### src/rtl/xoshiro256plus_generator_assert.svh
// Assertion macros for the xoshiro256+ generator.
// Used by the top level; assumes clk and rst_n exist in the including scope.
`ifndef XOSHIRO256PLUS_GENERATOR_ASSERT_SVH
`define XOSHIRO256PLUS_GENERATOR_ASSERT_SVH
`ifndef ASSERT_OFF
// Check cons in the same cycle as ante.
`define X256P_ASSERT_SAME(label, ante, cons) \
    label: assert property (@(posedge clk) disable iff (!rst_n) (ante) |-> (cons)) \
        else $error("x256p check failed");
// Check cons in the cycle after ante.
`define X256P_ASSERT_NEXT(label, ante, cons) \
    label: assert property (@(posedge clk) disable iff (!rst_n) (ante) |=> (cons)) \
        else $error("x256p check failed");
`else
`define X256P_ASSERT_SAME(label, ante, cons)
`define X256P_ASSERT_NEXT(label, ante, cons)
`endif
`endif

### src/rtl/x256p_pkg.sv
// Shared types, constants, microcode ROM and xoshiro256 step for the generator.
// No dependencies.
package x256p_pkg;

    localparam int SKIP_FIELD_W = 16;

    typedef logic [63:0]      word_t;
    typedef logic [3:0][63:0] state_t;
    typedef logic [3:0]       pc_t;

    localparam word_t GOLDEN = 64'h9e3779b97f4a7c15;
    localparam word_t MIX_C1 = 64'hbf58476d1ce4e5b9;
    localparam word_t MIX_C2 = 64'h94d049bb133111eb;

    localparam state_t MAIN_RESET_STATE = {
        64'h238275bc38fcbe91, 64'ha706dd2f4d197e6f, 64'he220a8397b1dcdaf, 64'h0
    };

    localparam int SHIFT_T = 17;
    localparam int ROT_K   = 45;

    localparam logic [1:0] CMD_DRAW   = 2'd0;
    localparam logic [1:0] CMD_RESEED = 2'd1;
    localparam logic [1:0] CMD_SKIP   = 2'd2;
    localparam logic [1:0] CMD_RSVD   = 2'd3;

    localparam logic [3:0] OP_NOP      = 4'd0;
    localparam logic [3:0] OP_OUT_MAIN = 4'd1;
    localparam logic [3:0] OP_SHX30    = 4'd2;
    localparam logic [3:0] OP_SHX27    = 4'd3;
    localparam logic [3:0] OP_MUL_LL   = 4'd4;
    localparam logic [3:0] OP_MUL_LH   = 4'd5;
    localparam logic [3:0] OP_MUL_HL   = 4'd6;
    localparam logic [3:0] OP_FIN      = 4'd7;
    localparam logic [3:0] OP_COMMIT   = 4'd8;
    localparam logic [3:0] OP_ADV      = 4'd9;
    localparam logic [3:0] OP_OUT_SCR  = 4'd10;

    localparam logic [1:0] CND_NONE      = 2'd0;
    localparam logic [1:0] CND_WORD_MORE = 2'd1;
    localparam logic [1:0] CND_IS_SKIP   = 2'd2;
    localparam logic [1:0] CND_CNT_MORE  = 2'd3;

    localparam logic KSEL_C1 = 1'b0;
    localparam logic KSEL_C2 = 1'b1;

    localparam pc_t ENTRY_DRAW = 4'd0;
    localparam pc_t ENTRY_SEED = 4'd1;
    localparam pc_t PC_MIX     = 4'd1;
    localparam pc_t PC_COMMIT  = 4'd11;
    localparam pc_t PC_ADV     = 4'd12;

    typedef struct packed {
        logic [3:0] op;
        logic       ksel;
        logic [1:0] cond;
        pc_t        target;
        logic       last;
    } uword_t;

    typedef struct packed {
        logic word_more;
        logic is_skip;
        logic cnt_more;
    } dp_status_t;

    function automatic uword_t ucode_rom(input pc_t addr);
        uword_t w;
        w = '{op: OP_NOP, ksel: KSEL_C1, cond: CND_NONE, target: '0, last: 1'b1};
        unique case (addr)
            4'd0:  w = '{op: OP_OUT_MAIN, ksel: KSEL_C1, cond: CND_NONE, target: '0, last: 1'b1};
            4'd1:  w = '{op: OP_SHX30, ksel: KSEL_C1, cond: CND_NONE, target: '0, last: 1'b0};
            4'd2:  w = '{op: OP_MUL_LL, ksel: KSEL_C1, cond: CND_NONE, target: '0, last: 1'b0};
            4'd3:  w = '{op: OP_MUL_LH, ksel: KSEL_C1, cond: CND_NONE, target: '0, last: 1'b0};
            4'd4:  w = '{op: OP_MUL_HL, ksel: KSEL_C1, cond: CND_NONE, target: '0, last: 1'b0};
            4'd5:  w = '{op: OP_SHX27, ksel: KSEL_C1, cond: CND_NONE, target: '0, last: 1'b0};
            4'd6:  w = '{op: OP_MUL_LL, ksel: KSEL_C2, cond: CND_NONE, target: '0, last: 1'b0};
            4'd7:  w = '{op: OP_MUL_LH, ksel: KSEL_C2, cond: CND_NONE, target: '0, last: 1'b0};
            4'd8:  w = '{op: OP_MUL_HL, ksel: KSEL_C2, cond: CND_NONE, target: '0, last: 1'b0};
            4'd9:  w = '{op: OP_FIN, ksel: KSEL_C1, cond: CND_WORD_MORE, target: PC_MIX,
                         last: 1'b0};
            4'd10: w = '{op: OP_NOP, ksel: KSEL_C1, cond: CND_IS_SKIP, target: PC_ADV,
                         last: 1'b0};
            4'd11: w = '{op: OP_COMMIT, ksel: KSEL_C1, cond: CND_NONE, target: '0, last: 1'b1};
            4'd12: w = '{op: OP_ADV, ksel: KSEL_C1, cond: CND_CNT_MORE, target: PC_ADV,
                         last: 1'b0};
            4'd13: w = '{op: OP_OUT_SCR, ksel: KSEL_C1, cond: CND_NONE, target: '0, last: 1'b1};
            default: w = '{op: OP_NOP, ksel: KSEL_C1, cond: CND_NONE, target: '0, last: 1'b1};
        endcase
        return w;
    endfunction

    function automatic state_t xoshiro_advance(input state_t s);
        state_t r;
        word_t  t;
        r = s;
        t = r[1] << SHIFT_T;
        r[2] = r[2] ^ r[0];
        r[3] = r[3] ^ r[1];
        r[1] = r[1] ^ r[2];
        r[0] = r[0] ^ r[3];
        r[2] = r[2] ^ t;
        r[3] = (r[3] << ROT_K) | (r[3] >> (64 - ROT_K));
        return r;
    endfunction

endpackage

### src/rtl/xoshiro256plus_generator.sv
// Top level of the xoshiro256+ generator with splitmix64 seeding.
// Depends on x256p_pkg, x256p_sequencer, x256p_datapath and the assert macros.
//
// Usage: one input channel (in_valid/in_ready with command, seed, skip_count)
// and one output channel (out_valid/out_ready with value).
// A transaction is taken only while the sequencer is idle; one command runs at
// a time under a microcode program that steps once per cycle unless stalled.
// Draw: one output step loads the output register; a new command can follow
// once that step has completed.
// Reseed: 29 steps through the splitmix64 chain (three mixes of nine steps,
// each 64-bit multiply done as three 32x32 partial products), no result.
// Skip: 28 seeding steps, skip_count + 1 advance steps, one output step, and
// value is then taken from the advanced scratch state.
// Command 3 is accepted and dropped without starting the sequencer.
// The output register holds a result until taken; new commands are accepted
// meanwhile, and the sequencer halts only at its next output step while the
// receiver stalls.
// Reset loads the fixed main state and idles the sequencer; no clearing pass.
`include "xoshiro256plus_generator_assert.svh"
module xoshiro256plus_generator
    import x256p_pkg::*;
#(
    parameter int SKIP_COUNT_BITS = 16
)
(
    input  logic                    clk,
    input  logic                    rst_n,
    input  logic                    in_valid,
    output logic                    in_ready,
    input  logic [1:0]              command,
    input  logic [63:0]             seed,
    input  logic [SKIP_FIELD_W-1:0] skip_count,
    output logic                    out_valid,
    input  logic                    out_ready,
    output logic [63:0]             value
);

    localparam int CNT_W = (SKIP_COUNT_BITS < SKIP_FIELD_W) ? SKIP_COUNT_BITS : SKIP_FIELD_W;

    logic       busy;
    uword_t     ctrl;
    dp_status_t status;
    word_t      result;
    logic       accept, start, is_out, stall, emit;
    pc_t        entry;
    logic       out_valid_reg, out_valid_next;
    word_t      value_reg;

    assign in_ready = !busy;
    assign accept   = in_valid && in_ready;
    assign start    = accept && (command != CMD_RSVD);
    assign entry    = (command == CMD_DRAW) ? ENTRY_DRAW : ENTRY_SEED;
    assign is_out   = (ctrl.op == OP_OUT_MAIN) || (ctrl.op == OP_OUT_SCR);
    assign stall    = is_out && out_valid_reg && !out_ready;
    assign emit     = busy && is_out && !stall;

    x256p_sequencer u_seq (
        .clk    (clk),
        .rst_n  (rst_n),
        .start  (start),
        .entry  (entry),
        .stall  (stall),
        .status (status),
        .busy   (busy),
        .ctrl   (ctrl)
    );

    x256p_datapath #(
        .CNT_W (CNT_W)
    ) u_dp (
        .clk        (clk),
        .rst_n      (rst_n),
        .start      (start),
        .seed       (seed),
        .skip_count (skip_count[CNT_W-1:0]),
        .is_skip    (command == CMD_SKIP),
        .enable     (busy && !stall),
        .ctrl       (ctrl),
        .status     (status),
        .result     (result)
    );

    always_comb
    begin
        out_valid_next = out_valid_reg;
        if (emit)
            out_valid_next = 1'b1;
        else if (out_ready)
            out_valid_next = 1'b0;
    end

    always_ff @(posedge clk or negedge rst_n)
    begin
        if (!rst_n)
            out_valid_reg <= 1'b0;
        else
            out_valid_reg <= out_valid_next;
    end

    always_ff @(posedge clk)
    begin
        if (emit)
            value_reg <= result;
    end

    assign out_valid = out_valid_reg;
    assign value     = value_reg;

    `X256P_ASSERT_NEXT(a_start_busy, start, busy)
    `X256P_ASSERT_NEXT(a_rsvd_dropped, accept && (command == CMD_RSVD), !busy)
    `X256P_ASSERT_NEXT(a_emit_shown, emit, out_valid && (value == $past(result)))
    `X256P_ASSERT_NEXT(a_stall_holds, busy && stall, busy && (ctrl == $past(ctrl)))

endmodule

### src/rtl/x256p_sequencer.sv
// Microcode sequencer: step counter, control ROM and conditional jumps.
// Depends on x256p_pkg.
module x256p_sequencer
    import x256p_pkg::*;
(
    input  logic       clk,
    input  logic       rst_n,
    input  logic       start,
    input  pc_t        entry,
    input  logic       stall,
    input  dp_status_t status,
    output logic       busy,
    output uword_t     ctrl
);

    logic busy_reg, busy_next;
    pc_t  pc_reg, pc_next;
    logic jump;

    assign ctrl = ucode_rom(pc_reg);
    assign busy = busy_reg;

    always_comb
    begin
        unique case (ctrl.cond)
            CND_NONE:      jump = 1'b0;
            CND_WORD_MORE: jump = status.word_more;
            CND_IS_SKIP:   jump = status.is_skip;
            CND_CNT_MORE:  jump = status.cnt_more;
            default:       jump = 1'b0;
        endcase
    end

    always_comb
    begin
        busy_next = busy_reg;
        pc_next   = pc_reg;
        if (start)
        begin
            busy_next = 1'b1;
            pc_next   = entry;
        end
        else if (busy_reg && !stall)
        begin
            if (ctrl.last)
                busy_next = 1'b0;
            else if (jump)
                pc_next = ctrl.target;
            else
                pc_next = pc_reg + 4'd1;
        end
    end

    always_ff @(posedge clk or negedge rst_n)
    begin
        if (!rst_n)
        begin
            busy_reg <= 1'b0;
            pc_reg   <= '0;
        end
        else
        begin
            busy_reg <= busy_next;
            pc_reg   <= pc_next;
        end
    end

endmodule

### src/rtl/x256p_datapath.sv
// Datapath: main and scratch state, splitmix64 mixer on one 32x32 multiplier,
// skip counter. Driven by microcode control words. Depends on x256p_pkg.
module x256p_datapath
    import x256p_pkg::*;
#(
    parameter int CNT_W = 16
)
(
    input  logic             clk,
    input  logic             rst_n,
    input  logic             start,
    input  word_t            seed,
    input  logic [CNT_W-1:0] skip_count,
    input  logic             is_skip,
    input  logic             enable,
    input  uword_t           ctrl,
    output dp_status_t       status,
    output word_t            result
);

    state_t           s_reg, s_next;
    state_t           w_reg, w_next;
    word_t            x_reg, x_next;
    word_t            acc_reg, acc_next;
    logic [1:0]       widx_reg, widx_next;
    logic [CNT_W-1:0] cnt_reg, cnt_next;
    logic             skip_reg, skip_next;

    word_t            kconst;
    logic [31:0]      mul_a, mul_b;
    word_t            prod;
    word_t            fin_m, fin_mg;
    word_t            seed_g;

    assign kconst = (ctrl.ksel == KSEL_C2) ? MIX_C2 : MIX_C1;
    assign mul_a  = (ctrl.op == OP_MUL_HL) ? x_reg[63:32] : x_reg[31:0];
    assign mul_b  = (ctrl.op == OP_MUL_LH) ? kconst[63:32] : kconst[31:0];
    assign prod   = {32'd0, mul_a} * {32'd0, mul_b};
    assign fin_m  = acc_reg ^ (acc_reg >> 31);
    assign fin_mg = fin_m + GOLDEN;
    assign seed_g = seed + GOLDEN;

    assign status.word_more = (widx_reg != 2'd3);
    assign status.is_skip   = skip_reg;
    assign status.cnt_more  = (cnt_reg != '0);

    assign result = (ctrl.op == OP_OUT_MAIN) ? (s_reg[0] + s_reg[3]) : (w_reg[0] + w_reg[3]);

    always_comb
    begin
        s_next    = s_reg;
        w_next    = w_reg;
        x_next    = x_reg;
        acc_next  = acc_reg;
        widx_next = widx_reg;
        cnt_next  = cnt_reg;
        skip_next = skip_reg;
        if (start)
        begin
            w_next[0] = seed_g;
            x_next    = seed_g;
            widx_next = 2'd1;
            cnt_next  = skip_count;
            skip_next = is_skip;
        end
        else if (enable)
        begin
            case (ctrl.op) inside
                OP_OUT_MAIN: s_next = xoshiro_advance(s_reg);
                OP_SHX30:    x_next = x_reg ^ (x_reg >> 30);
                OP_SHX27:    x_next = acc_reg ^ (acc_reg >> 27);
                OP_MUL_LL:   acc_next = prod;
                OP_MUL_LH, OP_MUL_HL:
                    acc_next = {acc_reg[63:32] + prod[31:0], acc_reg[31:0]};
                OP_FIN:
                begin
                    w_next[widx_reg] = (widx_reg == 2'd3) ? fin_m : fin_mg;
                    x_next           = fin_mg;
                    widx_next        = widx_reg + 2'd1;
                end
                OP_COMMIT:   s_next = w_reg;
                OP_ADV:
                begin
                    if (cnt_reg != '0)
                    begin
                        w_next   = xoshiro_advance(w_reg);
                        cnt_next = cnt_reg - CNT_W'(1);
                    end
                end
                default:     ;
            endcase
        end
    end

    always_ff @(posedge clk or negedge rst_n)
    begin
        if (!rst_n)
            s_reg <= MAIN_RESET_STATE;
        else
            s_reg <= s_next;
    end

    always_ff @(posedge clk)
    begin
        w_reg    <= w_next;
        x_reg    <= x_next;
        acc_reg  <= acc_next;
        widx_reg <= widx_next;
        cnt_reg  <= cnt_next;
        skip_reg <= skip_next;
    end

endmodule
### config.mk
export PLATFORM = sky130hd
export DESIGN_NAME = xoshiro256plus_generator
export DESIGN_NICKNAME = d
export VERILOG_FILES = /design/src/rtl/x256p_pkg.sv /design/src/rtl/xoshiro256plus_generator.sv /design/src/rtl/x256p_sequencer.sv /design/src/rtl/x256p_datapath.sv
export VERILOG_INCLUDE_DIRS = /design/src /design/src/rtl
export SDC_FILE = /design/constraint.sdc
export NUM_CORES = 2
export LEC_CHECK = 0
export BUFFER_PORTS_ARGS = -buffer_cell sky130_fd_sc_hd__buf_2
export CORE_MARGIN = 2
export CORE_UTILIZATION = 45
export CTS_BUF_LIST = sky130_fd_sc_hd__clkbuf_2 sky130_fd_sc_hd__clkbuf_4 sky130_fd_sc_hd__clkbuf_8
export DETAILED_ROUTE_END_ITERATION = 7
export HOLD_SLACK_MARGIN = 0.02
export PLACE_DENSITY = 0.65
export SLEW_MARGIN = 20
export SYNTH_ARGS = -nofsm -noshare
export SYNTH_HDL_FRONTEND = slang
export SYNTH_SLANG_ARGS = --single-unit
### constraint.sdc
create_clock -name clk -period 26.3 [get_ports clk]
set_input_delay 1.315 -clock clk [delete_from_list [all_inputs] [get_ports clk]]
set_output_delay 1.315 -clock clk [all_outputs]
set_load 0.05 [all_outputs]
==> run_results.csv <==
group,metric,value,unit
status,run_status,"complete, no violations",
yosys,number_of_different_library_cells_in_the_post_synthesis_netlist,89,
sta,hold_slack,0.391,ns
clock_network,cts.htree.levels,4,
drt,drt.antenna.violating_nets,0,
yosys,syn_area,80200,um^2
drt,drtPass1Iterations,6,
yosys,synthArstFlopShare,0.359,
floorplanning,design.core.area,177000,um^2
sta,fmax,78.7,MHz
floorplanning,die_w,426,um
critical_path,critical_path.startpoint_type,"flip-flop",
cells_and_area,n_fill_cell,16500,
drt,post_drt_via_cell_ratio,6.02,
grt,busiest_layer,"met2",
clock_network,clock_tree.root_cell,"clkbuf_8",
cells_and_area,layout.cells.most_common,"inv_1",
cells_and_area,area_delta_synth_final,7.35,%
min_path,worst_hold_path_type,"in2async",
yosys,synth_enable_flop_cells,465,
drt,via_count,66600,
floorplanning,core.rowCount,154,
critical_path,crit_fanout,37,
clock_network,cts_tree,"yes",
floorplanning,initial_standard_cell_utilization_of_the_core,0.454,
place,gp_congestion,1.02,
sta,finalSetupTns,0,ns
yosys,postSynthNetCount,10000,
run,drv_cap,0,
floorplanning,floorplan.die_area,182000,um^2
grt,groute.layer.met2.usage,0.560,
clock_network,postCtsSetupBuffers,0,
yosys,synth_seq_cells,729,
drt,detail_route.drc_violations,0,
grt,grt_first_pass_wirelength,464000,um
cells_and_area,final_core_util,0.487,
grt,initial_antenna_violation_count,11,
sta,fin_crit,12.71,ns
sta,worst_case_headroom_to_the_max_slew_limit,0.0885,
cells_and_area,drive_gt1_frac,0.0805,
critical_path,critPathLaunch,"u_seq.pc_reg[1]$_DFFE_PN0P_",
yosys,post_synth_inst_count,8621,
floorplanning,number_of_top_level_design_ports,152,
drt,wire_per_inst,29.1,um
clock_network,clkSinkCount,729,
sta,timing.final.hold_violations,0,
grt,gr-total-overflow,0,
drt,drtIter0Drc,7184,
critical_path,cp.required,26.90,ns
yosys,seq_area_frac_synth,0.258,
sta,layout_worst_path_cycle_share,0.483,
clock_network,clk_pin_slew,0.06,ns
clock_network,clock_insertion_delay_worst_skew,0.89,ns
sta,setup_viol,0,
grt,grt_max_degree,199,
critical_path,slowest_stage_cell_crit_path,"mux2i_1",
clock_network,cts.repair.resized,0,
place,port-buffer-count,151,
grt,gr-usage-all-layers,0.353,
critical_path,path_class,"reg2reg",
critical_path,largest_incremental_delay_on_the_critical_path,0.91,ns
grt,fraction_of_met3_tracks_used_by_global_routing,0.0529,
sta,clock-skew-final,0.0368,ns
cells_and_area,most-common-layout-cells,"inv_1 (1072), fa_1 (825), o21ai_0 (688)",
clock_network,cts_hold_buffers,0,
sta,report.final.slew_viol_count,0,
yosys,synth_warnings,0,
drt,finalWirelength,322000,um
critical_path,worstSetupEndpointType,"flip-flop",
clock_network,clk_path_buf_depth,3,
yosys,synthesis.area_per_instance,9.30,um^2
clock_network,numCtsBuffers,132,
place,hpwl,260000,um
floorplanning,dieHeight,426,um
critical_path,regToRegStartpoint,"u_seq.pc_reg[1]$_DFFE_PN0P_",
sta,rsz0062_at_grt,"false",
cells_and_area,final_nets,10000,
grt,met1_usage,0.434,
critical_path,arrival,13.31,ns
sta,worst_pin_slew,1.36,ns
grt,via_count_of_the_first_global_routing_pass,66900,
yosys,postSynth.topFlopCell,"edfxtp_1",
==> cell type report <==
| class | instances | area [um^2] | area share |
|---|---|---|---|
| clock buffers | 205 | 2430 | 0.0282 |
| flip-flops and latches | 729 | 20700 | 0.240 |
| multi-input cells | 6408 | 54100 | 0.628 |
| inverters | 1077 | 4040 | 0.0470 |
| clock inverters | 36 | 352 | 0.00408 |
| repair buffers | 255 | 1570 | 0.0183 |
| well taps | 2340 | 2930 | 0.0340 |
| diodes | 7 | 17.5 | 0.000203 |
==> kinds of logic after synthesis <==
group	count (synthesis)	synth area share
AOI/OAI and AO/OA	2184	0.164
and+or+nand+nor	1865	0.109
buffers and inverters	1484	0.0702
adders and majority gates	1333	0.285
xor gates and xnor gates	978	0.107
DFF	729	0.258
muxes	48	0.00640
==> metrics by stage <==
step	area, um^2	worst slack [ns]	std cells
6_report	86100	13.59	11100
5_1_grt	86100	12.87	11100
4_1_cts	86100	13.75	11100
3_5_place_dp	83300	13.76	10800
3_3_place_gp	83300	14.04	10800
2_1_floorplan	80200	15.56	8621
==> critical path: cells and delay by family (launching register included) <==
| family | cells | cell delay, ns |
|---|---|---|
| fa+ha+maj | 11 | 4.68 |
| simple gates | 8 | 1.98 |
| mux | 3 | 1.81 |
| buf+inv | 8 | 1.64 |
| compound gates | 6 | 1.47 |
| flops | 1 | 0.48 |
| xor+xnor | 2 | 0.37 |
==> path summary, 6_finish.rpt <==
check,endpoint,slack [ns],depth (start not counted)
setup reg to reg,u_dp.acc_reg[62]$_DFFE_PP_,13.59,38
min in group clk,u_dp.s_reg[162]$_DFFE_PN1P_,0.49,2
hold reg to reg,u_dp.s_reg[162]$_DFFE_PN1P_,0.49,2
setup / recovery,u_dp.acc_reg[62]$_DFFE_PP_,13.59,38
max in group asynchronous,u_dp.s_reg[252]$_DFFE_PN0P_,23.72,3
hold / removal,u_seq.pc_reg[0]$_DFFE_PN0P_,0.39,1
==> cells in the mapped netlist (all sizes together) (144+ instances only) <==
cell type | number | share of area
xor2 | 467 | 0.052
o22ai | 154 | 0.012
fa | 825 | 0.21
a21oi | 614 | 0.038
xnor2 | 511 | 0.056
nand2 | 499 | 0.023
inv | 1075 | 0.050
nor2 | 587 | 0.027
clkbuf | 337 | 0.016
o21ai | 698 | 0.044
edfxtp | 465 | 0.17
and2 | 144 | 0.011
ha | 508 | 0.079
a21o | 166 | 0.016
dfrtp | 159 | 0.050
nand3 | 183 | 0.011
==> routing by layer <==
layer / routed length (um) / vias up
met5: 35 / -
met4: 30200 / 4
met3: 24800 / 878
met2: 147000 / 3459
met1: 121000 / 33000
li1: - / 29300
Power is left out: the tool's default activity adds up to more than one toggle a clock period on the data nets, which glitch-free logic cannot reach.
